==> config.mk <==
export PLATFORM = sky130hd
export DESIGN_NAME = gas_level_percent_alarm_flat
export DESIGN_NICKNAME = d
export VERILOG_FILES = /design/src/rtl/glpa_pkg.sv /design/src/rtl/glpa_ifs.sv /design/src/rtl/glpa_sdiv.sv /design/src/rtl/gas_level_percent_alarm.sv /design/src/flat_wrapper.sv
export SDC_FILE = /design/constraint.sdc
export NUM_CORES = 1
export LEC_CHECK = 0
export BUFFER_PORTS_ARGS = -buffer_cell sky130_fd_sc_hd__buf_2
export CAP_MARGIN = 15
export CORE_UTILIZATION = 25
export CTS_CLUSTER_DIAMETER = 150
export DETAILED_ROUTE_END_ITERATION = 8
export PLACE_DENSITY_LB_ADDON = 0.05
export SYNTH_ARGS = -nofsm -noshare
export SYNTH_HDL_FRONTEND = slang
export SYNTH_HIERARCHICAL = 1
export SYNTH_SLANG_ARGS = --single-unit
==> constraint.sdc <==
create_clock -name i_clk -period 8.7 [get_ports i_clk]
set_input_delay 0.87 -clock i_clk [delete_from_list [all_inputs] [get_ports i_clk]]
set_output_delay 0.87 -clock i_clk [all_outputs]
set_load 0.01 [all_outputs]
==> src/rtl/glpa_pkg.sv <==
// Shared constants and types of the gas level alarm.
package glpa_pkg;

    localparam int ADC_BITS_DEF = 10;
    localparam int PCT_W        = 11;
    localparam int SP_W         = 7;
    localparam int HYST         = 3;
    localparam int PCT_MAX      = 999;

    localparam int CFG_IDX_W = 2;
    localparam logic [CFG_IDX_W-1:0] CFG_ZERO     = 2'd0;
    localparam logic [CFG_IDX_W-1:0] CFG_SETPOINT = 2'd1;
    localparam logic [CFG_IDX_W-1:0] CFG_DISABLE  = 2'd2;

    typedef struct packed {
        logic busy;
        logic done;
    } t_div_stat;

endpackage

==> src/rtl/glpa_ifs.sv <==
// Handshake channel interfaces of the gas level alarm.
interface glpa_in_if #(parameter int ADC_BITS = glpa_pkg::ADC_BITS_DEF);
    logic                valid;
    logic                ready;
    logic [ADC_BITS-1:0] sample_code;
    modport source (output valid, output sample_code, input ready);
    modport sink (input valid, input sample_code, output ready);
endinterface

interface glpa_out_if;
    logic                              valid;
    logic                              ready;
    logic signed [glpa_pkg::PCT_W-1:0] level_percent;
    logic                              relay_on;
    logic                              alarm_triggered;
    modport source (output valid, output level_percent, output relay_on,
                    output alarm_triggered, input ready);
    modport sink (input valid, input level_percent, input relay_on,
                  input alarm_triggered, output ready);
endinterface

interface glpa_cfg_if #(parameter int DATA_W = glpa_pkg::ADC_BITS_DEF);
    logic                              valid;
    logic                              ready;
    logic [glpa_pkg::CFG_IDX_W-1:0]    index;
    logic [DATA_W-1:0]                 data;
    modport source (output valid, output index, output data, input ready);
    modport sink (input valid, input index, input data, output ready);
endinterface

==> src/rtl/glpa_sdiv.sv <==
// Bit-serial restoring divider: one quotient bit per cycle.
module glpa_sdiv #(
    parameter int NUM_W = 18,
    parameter int DEN_W = 12
) (
    input  logic               i_clk,
    input  logic               i_rst_n,
    input  logic               i_start,
    input  logic [NUM_W-1:0]   i_dividend,
    input  logic [DEN_W-1:0]   i_divisor,
    output logic [NUM_W-1:0]   o_quotient,
    output glpa_pkg::t_div_stat o_stat
);

    localparam int CNT_W = $clog2(NUM_W + 1);

    logic [NUM_W-1:0] r_num;
    logic [DEN_W-1:0] r_den;
    logic [DEN_W-1:0] r_rem;
    logic [CNT_W-1:0] r_cnt;
    logic             r_busy;
    logic             r_done;

    logic [DEN_W:0]   w_shift;
    logic [DEN_W:0]   w_diff;
    logic             w_ge;

    // Bring in the next dividend bit and try the subtract.
    assign w_shift = {r_rem, r_num[NUM_W-1]};
    assign w_ge    = (w_shift >= {1'b0, r_den});
    assign w_diff  = w_shift - {1'b0, r_den};

    always_ff @(posedge i_clk) begin
        if (!i_rst_n) begin
            r_busy <= 1'b0;
            r_done <= 1'b0;
            r_cnt  <= '0;
        end else begin
            r_done <= 1'b0;
            if (r_busy) begin
                r_cnt <= r_cnt - 1'b1;
                if (r_cnt == CNT_W'(1)) begin
                    r_busy <= 1'b0;
                    r_done <= 1'b1;
                end
            end else if (i_start) begin
                r_busy <= 1'b1;
                r_cnt  <= CNT_W'(NUM_W);
            end
        end
    end

    always_ff @(posedge i_clk) begin
        if (r_busy) begin
            r_rem <= w_ge ? w_diff[DEN_W-1:0] : w_shift[DEN_W-1:0];
            r_num <= {r_num[NUM_W-2:0], w_ge};
        end else if (i_start) begin
            r_rem <= '0;
            r_num <= i_dividend;
            r_den <= i_divisor;
        end
    end

    assign o_quotient  = r_num;
    assign o_stat.busy = r_busy;
    assign o_stat.done = r_done;

endmodule

==> src/rtl/gas_level_percent_alarm.sv <==
// Top level of the gas level percent alarm with hysteresis relay.
//
// Usage:
//   i_sample carries one ADC code per transaction (valid/ready). o_result
//   returns one transaction per sample: the level in percent of the span
//   between the calibrated zero code and full scale, rounded to nearest and
//   clipped to +/-999, the relay drive after this sample, and a flag that
//   says the sample met the turn-on condition.
//   i_cfg writes zero code (index 0), setpoint (1) and alarm disable (2);
//   it is always ready and is meant to be written while no sample is in work.
// Sequence:
//   After accept, a setup state (S_PREP) starts the divider, which works out
//   the quotient bit by bit while the sequencer waits in S_RUN. On the done
//   strobe it enters S_DONE, compares and loads the result register, and
//   returns to S_IDLE; only there is the next sample taken. Threshold
//   products build under the divider.
// Reset and stall:
//   Synchronous reset clears config, state, relay and result valid, but not
//   the datapath registers. A stalled result holds; the engine finishes, waits
//   with its result until the register frees, keeps i_sample not ready meanwhile.
module gas_level_percent_alarm #(
    parameter int ADC_BITS = glpa_pkg::ADC_BITS_DEF
) (
    input  logic        i_clk,
    input  logic        i_rst_n,
    glpa_in_if.sink     i_sample,
    glpa_cfg_if.sink    i_cfg,
    glpa_out_if.source  o_result
);

    localparam int A     = ADC_BITS;
    localparam int NUM_W = A + 8;   // 200*|num| + den
    localparam int DEN_W = A + 2;   // 2*den
    localparam int SP_W  = glpa_pkg::SP_W;
    localparam int PCT_W = glpa_pkg::PCT_W;
    localparam int Q_W   = PCT_W - 1;

    localparam logic [1:0] S_IDLE = 2'd0;
    localparam logic [1:0] S_PREP = 2'd1;
    localparam logic [1:0] S_RUN  = 2'd2;
    localparam logic [1:0] S_DONE = 2'd3;

    // Configuration
    logic [A-1:0]    r_zero;
    logic [SP_W-1:0] r_sp;
    logic            r_dis;

    // Sequencer and per-sample working registers
    logic [1:0]             r_state;
    logic signed [A:0]      r_num;
    logic [A:0]             r_den;
    logic signed [A+7:0]    r_num100;
    logic [A+7:0]           r_mc;
    logic [SP_W-1:0]        r_spb;
    logic [SP_W-1:0]        r_lob;
    logic [A+7:0]           r_psp;
    logic [A+7:0]           r_plo;
    logic                   r_relay;

    // Result register
    logic                    r_out_valid;
    logic signed [PCT_W-1:0] r_out_pct;
    logic                    r_out_relay;
    logic                    r_out_trig;

    logic                    w_in_acc;
    logic                    w_out_free;
    logic [A:0]              w_mag_full;
    logic [A-1:0]            w_mag;
    logic [NUM_W-1:0]        w_dividend;
    logic [DEN_W-1:0]        w_divisor;
    logic signed [A+7:0]     w_num_x;
    logic signed [A+7:0]     w_num100;
    logic [SP_W-1:0]         w_lo;
    logic                    w_start;
    logic [NUM_W-1:0]        w_quot;
    glpa_pkg::t_div_stat     w_div_stat;
    logic [Q_W-1:0]          w_q_sat;
    logic signed [PCT_W-1:0] w_pct;
    logic signed [A+8:0]     w_s_num100;
    logic signed [A+8:0]     w_s_psp;
    logic signed [A+8:0]     w_s_plo;
    logic signed [A+1:0]     w_s_num;
    logic signed [A+1:0]     w_s_den;
    logic                    w_trig;
    logic                    w_off;
    logic                    n_relay;

    assign i_sample.ready = (r_state == S_IDLE);
    assign i_cfg.ready    = 1'b1;
    assign w_in_acc       = i_sample.valid && (r_state == S_IDLE);
    assign w_out_free     = !r_out_valid || o_result.ready;

    // Configuration writes; unknown indexes drop.
    always_ff @(posedge i_clk) begin
        if (!i_rst_n) begin
            r_zero <= '0;
            r_sp   <= '0;
            r_dis  <= 1'b0;
        end else if (i_cfg.valid) begin
            unique case (i_cfg.index)
                glpa_pkg::CFG_ZERO:     r_zero <= i_cfg.data[A-1:0];
                glpa_pkg::CFG_SETPOINT: r_sp   <= i_cfg.data[SP_W-1:0];
                glpa_pkg::CFG_DISABLE:  r_dis  <= i_cfg.data[0];
                default: ;
            endcase
        end
    end

    // Setup: magnitude, rounding dividend 200*|num| + den, divisor 2*den.
    assign w_mag_full = r_num[A] ? (~r_num + 1'b1) : r_num;
    assign w_mag      = w_mag_full[A-1:0];
    assign w_dividend = ({8'd0, w_mag} << 7) + ({8'd0, w_mag} << 6)
                      + ({8'd0, w_mag} << 3) + {7'd0, r_den};
    assign w_divisor  = {r_den, 1'b0};
    assign w_num_x    = {{7{r_num[A]}}, r_num};
    assign w_num100   = (w_num_x <<< 6) + (w_num_x <<< 5) + (w_num_x <<< 2);
    assign w_lo       = (r_sp > SP_W'(glpa_pkg::HYST)) ? r_sp - SP_W'(glpa_pkg::HYST)
                                                        : '0;
    assign w_start    = (r_state == S_PREP);

    glpa_sdiv #(
        .NUM_W (NUM_W),
        .DEN_W (DEN_W)
    ) u_sdiv (
        .i_clk      (i_clk),
        .i_rst_n    (i_rst_n),
        .i_start    (w_start),
        .i_dividend (w_dividend),
        .i_divisor  (w_divisor),
        .o_quotient (w_quot),
        .o_stat     (w_div_stat)
    );

    // Final decision: saturate percent, exact threshold compares.
    assign w_q_sat    = (w_quot > NUM_W'(glpa_pkg::PCT_MAX)) ? Q_W'(glpa_pkg::PCT_MAX)
                                                             : w_quot[Q_W-1:0];
    assign w_pct      = r_num[A] ? -$signed({1'b0, w_q_sat}) : $signed({1'b0, w_q_sat});
    assign w_s_num100 = {r_num100[A+7], r_num100};
    assign w_s_psp    = {1'b0, r_psp};
    assign w_s_plo    = {1'b0, r_plo};
    assign w_s_num    = {r_num[A], r_num};
    assign w_s_den    = {1'b0, r_den};
    assign w_trig     = !r_dis && (w_s_num100 > w_s_psp) && (w_s_num <= w_s_den);
    assign w_off      = (w_s_num100 <= w_s_plo);

    always_comb begin
        priority if (r_dis) begin
            n_relay = 1'b0;
        end else if (w_trig) begin
            n_relay = 1'b1;
        end else if (w_off) begin
            n_relay = 1'b0;
        end else begin
            n_relay = r_relay;
        end
    end

    // Sequencer and result register control
    always_ff @(posedge i_clk) begin
        if (!i_rst_n) begin
            r_state     <= S_IDLE;
            r_relay     <= 1'b0;
            r_out_valid <= 1'b0;
        end else begin
            // Load on a finished sample, drop once the receiver takes it.
            priority if ((r_state == S_DONE) && w_out_free) begin
                r_out_valid <= 1'b1;
            end else if (o_result.ready) begin
                r_out_valid <= 1'b0;
            end else begin
                r_out_valid <= r_out_valid;
            end
            unique case (r_state)
                S_IDLE: if (w_in_acc) begin
                    r_state <= S_PREP;
                end
                S_PREP: begin
                    r_state <= S_RUN;
                end
                S_RUN: if (w_div_stat.done) begin
                    r_state <= S_DONE;
                end
                S_DONE: if (w_out_free) begin
                    r_relay     <= n_relay;
                    r_state     <= S_IDLE;
                end
                default: r_state <= S_IDLE;
            endcase
        end
    end

    // Datapath registers
    always_ff @(posedge i_clk) begin
        if (w_in_acc) begin
            r_num <= $signed({1'b0, i_sample.sample_code}) - $signed({1'b0, r_zero});
            r_den <= {1'b1, {A{1'b0}}} - {1'b0, r_zero};
        end
        if (r_state == S_PREP) begin
            r_num100 <= w_num100;
            r_mc     <= {7'd0, r_den};
            r_spb    <= r_sp;
            r_lob    <= w_lo;
            r_psp    <= '0;
            r_plo    <= '0;
        end else if (r_state == S_RUN) begin
            // Shift-and-add: one setpoint bit per cycle.
            if (r_spb[0]) begin
                r_psp <= r_psp + r_mc;
            end
            if (r_lob[0]) begin
                r_plo <= r_plo + r_mc;
            end
            r_mc  <= r_mc << 1;
            r_spb <= r_spb >> 1;
            r_lob <= r_lob >> 1;
        end
        if ((r_state == S_DONE) && w_out_free) begin
            r_out_pct   <= w_pct;
            r_out_relay <= n_relay;
            r_out_trig  <= w_trig;
        end
    end

    assign o_result.valid           = r_out_valid;
    assign o_result.level_percent   = r_out_pct;
    assign o_result.relay_on        = r_out_relay;
    assign o_result.alarm_triggered = r_out_trig;

endmodule

==> src/flat_wrapper.sv <==
// flat-port wrapper written by rule: the top's interface ports become plain ports
module gas_level_percent_alarm_flat 
#(
    parameter int ADC_BITS = glpa_pkg::ADC_BITS_DEF
)
  (i_clk, i_rst_n, i_sample_valid, i_sample_sample_code, i_sample_ready, i_cfg_valid, i_cfg_index, i_cfg_data, i_cfg_ready, o_result_valid, o_result_level_percent, o_result_relay_on, o_result_alarm_triggered, o_result_ready);
  glpa_in_if #(.ADC_BITS(ADC_BITS)) i_sample_i ();
  glpa_cfg_if i_cfg_i ();
  glpa_out_if o_result_i ();
  input  logic i_clk;
  input  logic i_rst_n;
  input wire logic [$bits(i_sample_i.valid)-1:0] i_sample_valid;
  input wire logic [$bits(i_sample_i.sample_code)-1:0] i_sample_sample_code;
  output wire logic [$bits(i_sample_i.ready)-1:0] i_sample_ready;
  input wire logic [$bits(i_cfg_i.valid)-1:0] i_cfg_valid;
  input wire logic [$bits(i_cfg_i.index)-1:0] i_cfg_index;
  input wire logic [$bits(i_cfg_i.data)-1:0] i_cfg_data;
  output wire logic [$bits(i_cfg_i.ready)-1:0] i_cfg_ready;
  output wire logic [$bits(o_result_i.valid)-1:0] o_result_valid;
  output wire logic [$bits(o_result_i.level_percent)-1:0] o_result_level_percent;
  output wire logic [$bits(o_result_i.relay_on)-1:0] o_result_relay_on;
  output wire logic [$bits(o_result_i.alarm_triggered)-1:0] o_result_alarm_triggered;
  input wire logic [$bits(o_result_i.ready)-1:0] o_result_ready;
  assign i_sample_i.valid = i_sample_valid;
  assign i_sample_i.sample_code = i_sample_sample_code;
  assign i_sample_ready = i_sample_i.ready;
  assign i_cfg_i.valid = i_cfg_valid;
  assign i_cfg_i.index = i_cfg_index;
  assign i_cfg_i.data = i_cfg_data;
  assign i_cfg_ready = i_cfg_i.ready;
  assign o_result_valid = o_result_i.valid;
  assign o_result_level_percent = o_result_i.level_percent;
  assign o_result_relay_on = o_result_i.relay_on;
  assign o_result_alarm_triggered = o_result_i.alarm_triggered;
  assign o_result_i.ready = o_result_ready;
  gas_level_percent_alarm #(.ADC_BITS(ADC_BITS)) u_core (.i_clk(i_clk), .i_rst_n(i_rst_n), .i_sample(i_sample_i), .i_cfg(i_cfg_i), .o_result(o_result_i));
endmodule
==> results of run 1 <==
final timing paths:
check / slack, ns / start / cells past startpoint / end
max: 4.08 / u_core/r_num[0] / 17 / u_core/u_sdiv/o_quotient[17]
min: 0.48 / u_core/r_psp[0] / 2 / u_core/r_psp[0]
max reg2reg: 4.08 / u_core/r_num[0] / 17 / u_core/u_sdiv/o_quotient[17]
min reg2reg: 0.48 / u_core/r_psp[0] / 2 / u_core/r_psp[0]
worst max-delay path: stages, from the launching register on:
cell      delay (ns)
edfxtp_1        0.57
inv_1           0.12
ha_1            0.31
nand2_1         0.07
o21ai_0         0.20
fa_1            0.55
inv_1           0.05
fa_1            0.50
inv_1           0.04
ha_1            0.32
nor2b_1         0.14
o21ai_0         0.21
a21boi_0        0.21
o21ai_0         0.24
o21ai_0         0.16
o41ai_1         0.34
xnor2_1         0.10
mux2_2          0.26
registers in the layout, indices dropped and copies added, names as in the netlist:
register                         count
u_core/o_result.level_percent       11
u_core/r_num                        11
u_core/u_sdiv/r_den                 12
u_core/r_zero                       10
u_core/o_result.alarm_triggered      1
u_core/r_psp                        18
u_core/o_result.valid                1
u_core/r_lob                         7
u_core/r_sp                          7
u_core/o_result.relay_on             1
u_core/u_sdiv/o_quotient            18
u_core/r_relay                       1
u_core/r_spb                         7
u_core/u_sdiv/r_cnt                  5
u_core/r_den                        11
u_core/u_sdiv/r_rem                 12
u_core/u_sdiv/r_done                 1
u_core/r_num100                     16
u_core/r_state                       2
u_core/u_sdiv/r_busy                 1
u_core/r_dis                         1
u_core/r_plo                        18
u_core/r_mc                         18
metrics by stage:
step	std cells	total power, mW	cell area [um2]
final	2110	6.314	14870
after floorplan	1374	4.562	13290
after CTS	2108	6.460	14860
after global routing	2109	6.987	14870
after detailed placement	2076	5.538	14240
after global placement	2076	5.568	14240
power by group through the flow:
stage               clock, mW  combinational, mW  sequential [mW]
detailed placement          0               3.70             1.84
floorplan                   0               2.89             1.67
global placement            0               3.72             1.84
finish                  0.864               3.64             1.81
CTS                     0.909               3.73             1.82
global route            0.937               4.19             1.86
routing by layer:
| metal | up-vias | part of all wire (%) |
|---|---|---|
| li1 | 5024 | - |
| met1 | 4688 | 51 |
| met2 | 115 | 45 |
| met3 | 20 | 2.5 |
| met4 | 0 | 1.1 |
| met5 | - | 0 |
area by class of cell:
class / count / area [um2] / area share, %
Multi-Input combinational cell: 1012 / 7617 / 51.23
Tap cell: 688 / 860.8 / 5.789
Clock buffer: 18 / 429.2 / 2.886
Antenna cell: 1 / 2.502 / 0.01683
Inverter: 137 / 514.2 / 3.458
Sequential cell: 190 / 4985 / 33.52
Timing Repair Buffer: 50 / 276.5 / 1.860
Clock inverter: 14 / 183.9 / 1.237
==> impl_metrics.ini, run 1 <==
[run_status]
status = complete, no violations

[placed_design]
dp_slack_ns = 4.059
gp_congestion = 0.7784
hpwl_um = 27880
portBuffers = 41

[finish]
final_common_cell = ha_1
syn_to_final_growth_pct = 11.87
fillers = 5599
final_cell_mix = 158 x ha_1, 135 x inv_1, 118 x edfxtp_1, 94 x nor2_1, 93 x a21oi_1
drive_above_1_share_pct = 9.289
nets = 1614
fin_util_pct = 28.30

[global_route]
antenna_found_initial = 0
grt.total_usage_pct = 14.33
met2_usage_pct = 22.52
grt_overflow = 0
grt_pass1_wl_um = 57990
grt_pass1_vias = 9867
gr-usage-met1_pct = 19.87
use_met3_pct = 2.733
grt_start_max_net_pins = 52
top_usage_layer = met2

[pwr]
clkPwrFrac_pct = 13.7
power_density_nw_per_um2 = 424.7
p_leak_nw = 5.964
p_sw_share_pct = 43.49
vdd_drop_max_uv = 257.6
switching_power_mw = 2.746
p_comb_share_pct = 57.7
pwr-share-seq_pct = 28.6
power.internal_mw = 3.568

[floorplan]
io_pins = 43
die_area_um2 = 54090
core_um2 = 52550
die_h_um = 232.6
start_util_pct = 25.29
die_x_um = 232.6
std_cell_rows = 84

[critical_path]
start_kind = flip-flop
worstPathRequired_ns = 8.95
end_kind = flip-flop
critPathMaxFanout = 8
critical_path_class = flip-flop to flip-flop
worstPathArrival_ns = 4.87

[sta]
period_share_pct = 53.05
skew_ns = 0.01039
rsz0062_at_grt = no
max_freq_mhz = 216.7
slew-limit-headroom_pct = 27.92
tns_ns = 0
slew_viol_final = 0
fin_ws_ns = 4.085
whs_ns = 0.4834
worst_pin_slew_ns = 1.081
setup_viol = 0
hold_viol_final = 0
layout_min_cycle_time_ns = 4.615

[synthesis]
synth_nets = 1580
avgSynthCellArea_um2 = 9.674
syn_area_um2 = 13290
syn_inst = 1374
yosysWarnings = 6

[job]
max_cap_viol_count = 0

[clocking]
cts-resized-gates = 0
htreeDepth = 4
cts_tree = built
worstSkewPairLatency_ns = 0.50
post_cts_buffers = 0
cts.clk_slew.worst_paths_ns = 0.08
cts_buffer_depth = 2
cts_hold_buf = 0
cts_sinks = 190
numCtsBuffers = 17
cts_root_buffer = clkbuf_16

[hold_path]
holdCritPathClass = flip-flop to flip-flop

[route]
ant_nets = 0
vias_per_cell = 4.667
vias = 9847
wl_um = 37050
first_pass_iters = 5
drc_errors = 0
drt_first_iter_violations = 450
wire_per_inst_um = 17.56
Power figures use the tool's default switching activity.
==> run 2: changes to the inputs <==
==> constraint.sdc (replaced) <==
create_clock -name i_clk -period 3.7 [get_ports i_clk]
set_input_delay 0.37 -clock i_clk [delete_from_list [all_inputs] [get_ports i_clk]]
set_output_delay 0.37 -clock i_clk [all_outputs]
set_load 0.01 [all_outputs]
==> impl_metrics.ini, run 2 (synthesized netlist as in run 1, its figures left out) <==
[run_status]
status = complete, but fails checks
violations = negative setup slack

[hold_path]
min_from = i_cfg_data[9]
holdCritPathClass = input port to flip-flop

[floorplan]
io_pins = 43
die_area_um2 = 54090
die_x_um = 232.6
core_um2 = 52550
start_util_pct = 25.29
std_cell_rows = 84
die_h_um = 232.6

[pwr]
pwr-share-seq_pct = 25.0
p_sw_share_pct = 42.46
power.internal_mw = 9.530
power_density_nw_per_um2 = 1060
clkPwrFrac_pct = 11.4
p_comb_share_pct = 63.7
switching_power_mw = 7.034
vdd_drop_max_uv = 670.1
power_mw = 16.56
p_leak_nw = 6.351

[route]
wl_um = 37090
ant_nets = 0
drc_errors = 0
first_pass_iters = 5
drt_first_iter_violations = 325
wire_per_inst_um = 17.07
vias_per_cell = 4.615
vias = 10030

[finish]
final_common_cell = ha_1
antennaDiodeCount = 0
syn_to_final_growth_pct = 17.59
regArea_um2 = 4985
finalNonFillerCells = 2173
drive_above_1_share_pct = 16.36
multiInputGateArea_um2 = 7926
fillers = 5633
nets = 1678
fin_util_pct = 29.74
final_cell_mix = 150 x ha_1, 129 x inv_1, 118 x edfxtp_1, 91 x a21oi_1, 91 x nor2_1

[sta]
max_freq_mhz = 268.7
fin_ws_ns = -0.02096
worst_pin_slew_ns = 1.089
slew-limit-headroom_pct = 27.11
skew_ns = 0.01358
setup_viol = 2
hold_viol_final = 0
layout_min_cycle_time_ns = 3.721
rsz0062_at_grt = yes
slew_viol_final = 0
period_share_pct = 100.6

[global_route]
grt_overflow = 0
antenna_found_initial = 0
grt_pass1_wl_um = 58190
grt_pass1_vias = 9999
grt_start_max_net_pins = 86
grt.total_usage_pct = 14.34

[critical_path]
critPathMaxFanout = 3
end_kind = flip-flop
worstReg2RegStart = u_core/r_num[1]
crit_chain = inv_2 > ha_4 > nand2_4 > o21ai_4 > fa_1 > inv_2 > fa_1 > inv_2 > ha_4 > a21oi_4 > nand2b_4 > a22oi_2 > a211o_1 > o41ai_2 > xnor2_1 > mux2_4
worstPathArrival_ns = 3.96
crit_slowest_cell = fa_1
crit_start = u_core/r_num[1]
r2r_slack_ns = -0.02
worstPathRequired_ns = 3.94
cp_common_cell = inv_2
start_kind = flip-flop
cpPeakStageDelay_ns = 0.51
critical_path_class = flip-flop to flip-flop

[placed_design]
portBuffers = 41
hpwl_um = 28250
gp_congestion = 0.7661
place_inst = 2139

[clocking]
cts_buffer_depth = 2
cts_tree = built
htreeDepth = 4
worstSkewPairLatency_ns = 0.49
cts_hold_buf = 0
cts.clk_slew.worst_paths_ns = 0.07
cts_sinks = 190
cts_root_buffer = clkbuf_16
numCtsBuffers = 17

[job]
max_cap_viol_count = 0
run 2: changes by cell type in the layout (fill, tap and decap cells not counted), sizes merged:
cell,before,now
diode,1,0
inv,140,142
clkinv,8,4
clkinvlp,0,2
buf,50,114
bufinv,3,0
clkbuf,18,21
run 2: layout make-up:
cell class | instances | area share (%)
clock buffers | 21 | 3.074
clock inverters | 11 | 0.6244
inverters | 137 | 3.290
multi-input cells | 1012 | 50.71
flip-flops and latches | 190 | 31.89
well taps | 688 | 5.508
repair buffers | 114 | 4.899
run 2: path summary, 6_finish.rpt:
check / to / cells after the start
setup / recovery: u_core/u_sdiv/o_quotient[16] / 16
setup reg to reg: u_core/u_sdiv/o_quotient[16] / 16
hold reg to reg: u_core/r_psp[0] / 2
hold / removal: u_core/r_zero[9] / 3
run 2: power groups by stage:
| stage | Combinational, mW | Sequential [mW] | Clock (mW) |
|---|---|---|---|
| after floorplan | 6.94 | 3.94 | 0 |
| after global placement | 9.76 | 4.21 | 0 |
| after detailed placement | 9.71 | 4.19 | 0 |
| after CTS | 10.2 | 4.15 | 2.00 |
| after global routing | 11.9 | 4.24 | 2.07 |
| final | 10.5 | 4.13 | 1.88 |
run 2: metrics by stage:
step / TNS (ns) / cell area, um2 / hold WS, ns / setup slack [ns]
2_1_floorplan: -0.2292 / 13370 / 0.4464 / -0.1638
3_3_place_gp: -0.6821 / 14790 / 0.4621 / -0.2651
6_report: -0.03234 / 15630 / 0.1300 / -0.02096
5_1_grt: -0.5928 / 15630 / 0.1066 / -0.1778
3_5_place_dp: -0.8527 / 14790 / 0.4774 / -0.2834
4_1_cts: -0.05133 / 15510 / 0.08417 / -0.02683
run 2: repair_timing:
item                       in CTS  in global routing
buffers inserted                1                  1
pin swaps                      12                  2
gates resized for setup        31                 19
setup endpoints to repair       6                  6
run 2: routing by layer:
layer | up-vias | global-route usage, % | part of all wire, %
li1 | 5134 | - | -
met1 | 4794 | 20.08 | 52
met2 | 85 | 22.27 | 45
met3 | 15 | 2.929 | 2.2
met4 | 0 | 3.697 | 0.97
met5 | - | 0 | 0
run 2: critical path: cells and delay by family, from the launching register on:
kind | cells | cell delay (ns)
AND/OR/NAND/NOR | 2 | 0.22
adder cells (fa/ha/maj) | 4 | 1.44
flip-flops | 1 | 0.40
XOR/XNOR | 1 | 0.11
AO/OA/AOI/OAI | 5 | 0.82
multiplexers | 1 | 0.27
buffers and inverters | 3 | 0.21
==> run 3: changes to the inputs <==
--- a/config.mk
+++ b/config.mk
@@ -7,9 +7,10 @@
 export LEC_CHECK = 0
 export BUFFER_PORTS_ARGS = -buffer_cell sky130_fd_sc_hd__buf_2
 export CAP_MARGIN = 15
-export CORE_UTILIZATION = 25
+export CORE_UTILIZATION = 58
 export CTS_CLUSTER_DIAMETER = 150
 export DETAILED_ROUTE_END_ITERATION = 8
+export GPL_TIMING_DRIVEN = 0
 export PLACE_DENSITY_LB_ADDON = 0.05
 export SYNTH_ARGS = -nofsm -noshare
 export SYNTH_HDL_FRONTEND = slang
==> impl_metrics.ini, run 3 (synthesized netlist as in run 1, its figures left out) <==
[sta]
fin_ws_ns = -0.1225
hold_viol_final = 0
slew-limit-headroom_pct = 22.93
tns_ns = -0.2812
period_share_pct = 103.3
max_freq_mhz = 261.6
whs_ns = 0.1685
layout_min_cycle_time_ns = 3.822
worst_pin_slew_ns = 1.154
slew_viol_final = 0
setup_viol = 3
rsz0062_at_grt = yes
skew_ns = 0.01688

[placed_design]
gp_congestion = 0.8985
place_inst = 1701
placed_area_um2 = 13960
portBuffers = 41
hpwl_um = 23010

[critical_path]
end_kind = flip-flop
crit_family = adder cells
crit_slowest_cell = fa_1
worstPathRequired_ns = 3.91
crit_start = u_core/r_num[1]
cpPeakStageDelay_ns = 0.52
critPathBufInv = 4
critical_path_class = flip-flop to flip-flop
critPathMaxFanout = 4
worstPathArrival_ns = 4.03
worstReg2RegStart = u_core/r_num[1]
start_kind = flip-flop
crit_chain = inv_2 > ha_4 > nand2_4 > o21ai_4 > fa_1 > inv_2 > fa_1 > inv_2 > ha_4 > nor2b_4 > o21ai_2 > a21boi_2 > o21ai_2 > o21ai_2 > buf_4 > nor2_2 > xnor2_1 > mux2_2

[route]
first_pass_iters = 6
drt_first_iter_violations = 768
wl_um = 31210
vias_per_cell = 5.878
vias = 10350
wire_per_inst_um = 17.72
drc_errors = 0
ant_nets = 0

[finish]
final_cell_mix = 153 x ha_1, 128 x inv_1, 118 x edfxtp_1, 93 x nor2_1, 92 x a21oi_1
nets = 1669
finalNonFillerCells = 1761
drive_above_1_share_pct = 13.89
stdcell_area_um2 = 15050
final_common_cell = ha_1
fillers = 1789
syn_to_final_growth_pct = 13.25
antennaDiodeCount = 0

[run_status]
status = complete, but fails checks
violations = negative setup slack

[global_route]
grt_overflow = 0
grt_pass1_vias = 9953
grt_start_max_net_pins = 27
grt_pass1_wl_um = 50240
grt.total_usage_pct = 27.14
antenna_found_initial = 0

[floorplan]
die_area_um2 = 23530
io_pins = 43
std_cell_rows = 55
start_util_pct = 58.89
core_um2 = 22570
die_h_um = 153.4
die_x_um = 153.4

[pwr]
power.internal_mw = 9.000
p_leak_nw = 6.264
vdd_drop_max_uv = 2214
power_density_nw_per_um2 = 1049
p_comb_share_pct = 61.7
pwr-share-seq_pct = 26.1
switching_power_mw = 6.784
power_mw = 15.78
p_sw_share_pct = 42.98
clkPwrFrac_pct = 12.2

[clocking]
cts_root_buffer = clkbuf_16
cts_sinks = 190
htreeDepth = 4
numCtsBuffers = 17
cts_tree = built
cts_buffer_depth = 2
worstSkewPairLatency_ns = 0.44
cts.clk_slew.worst_paths_ns = 0.09

[hold_path]
holdCritPathClass = input port to flip-flop
min_from = i_cfg_data[9]

[job]
max_cap_viol_count = 0
run 3: what timing repair did:
| action | in CTS | in global routing |
|---|---|---|
| setup buffers | 20 | 7 |
| pin swaps | 6 | 8 |
| endpoints found under the setup margin | 7 | 6 |
| hold buffers | 0 | 0 |
| gates resized for setup | 26 | 22 |
run 3: final cells by class:
cell class                 count  area, um2  share of cell area, %
multi-input combinational   1012       7875                  52.31
timing repair buffer          70      462.9                  3.075
tap                          285      356.6                  2.369
sequential                   190       4985                  33.11
clock inverter                15      206.4                  1.371
inverter                     137      514.2                  3.416
clock buffer                  17      425.4                  2.826
buffer                        35      227.7                  1.513
run 3: worst reg2reg max path, cell delays in order (launching register included):
cell and delay (ns):
edfxtp_1 0.42, inv_2 0.13, ha_4 0.21, nand2_4 0.07
o21ai_4 0.06, fa_1 0.49, inv_2 0.05, fa_1 0.52
inv_2 0.05, ha_4 0.29, nor2b_4 0.15, o21ai_2 0.07
a21boi_2 0.23, o21ai_2 0.10, o21ai_2 0.18, buf_4 0.14
nor2_2 0.03, xnor2_1 0.14, mux2_2 0.26
run 3: through the flow:
| stage | utilization, % | setup slack [ns] |
|---|---|---|
| after floorplan | - | -0.1638 |
| after global placement | 61.71 | -0.6261 |
| after detailed placement | 61.84 | -0.6138 |
| after CTS | 65.92 | -0.08215 |
| after global routing | 66.69 | -0.3245 |
| final | 66.69 | -0.1225 |
run 3: power by group through the flow:
stage	clock (mW)	sequential [mW]	combinational [mW]
detailed placement	0	4.20	8.67
global placement	0	4.19	8.46
finish	1.93	4.11	9.75
global route	2.05	4.19	10.9
floorplan	0	3.94	6.94
CTS	1.96	4.11	9.27
run 3: final timing paths:
check / to / slack (ns) / depth (start not counted)
min: u_core/r_zero[9] / 0.17 / 3
max reg2reg: u_core/u_sdiv/o_quotient[15] / -0.12 / 18
min reg2reg: u_core/r_psp[10] / 0.48 / 2
max: u_core/u_sdiv/o_quotient[15] / -0.12 / 18
run 3: metal layers:
metal	wire length, um	track usage, %	up-vias
li1	-	-	5135
met5	0	0	-
met3	1327	4.026	36
met2	14970	45.68	246
met1	14500	36.63	4934
met4	411	6.952	0
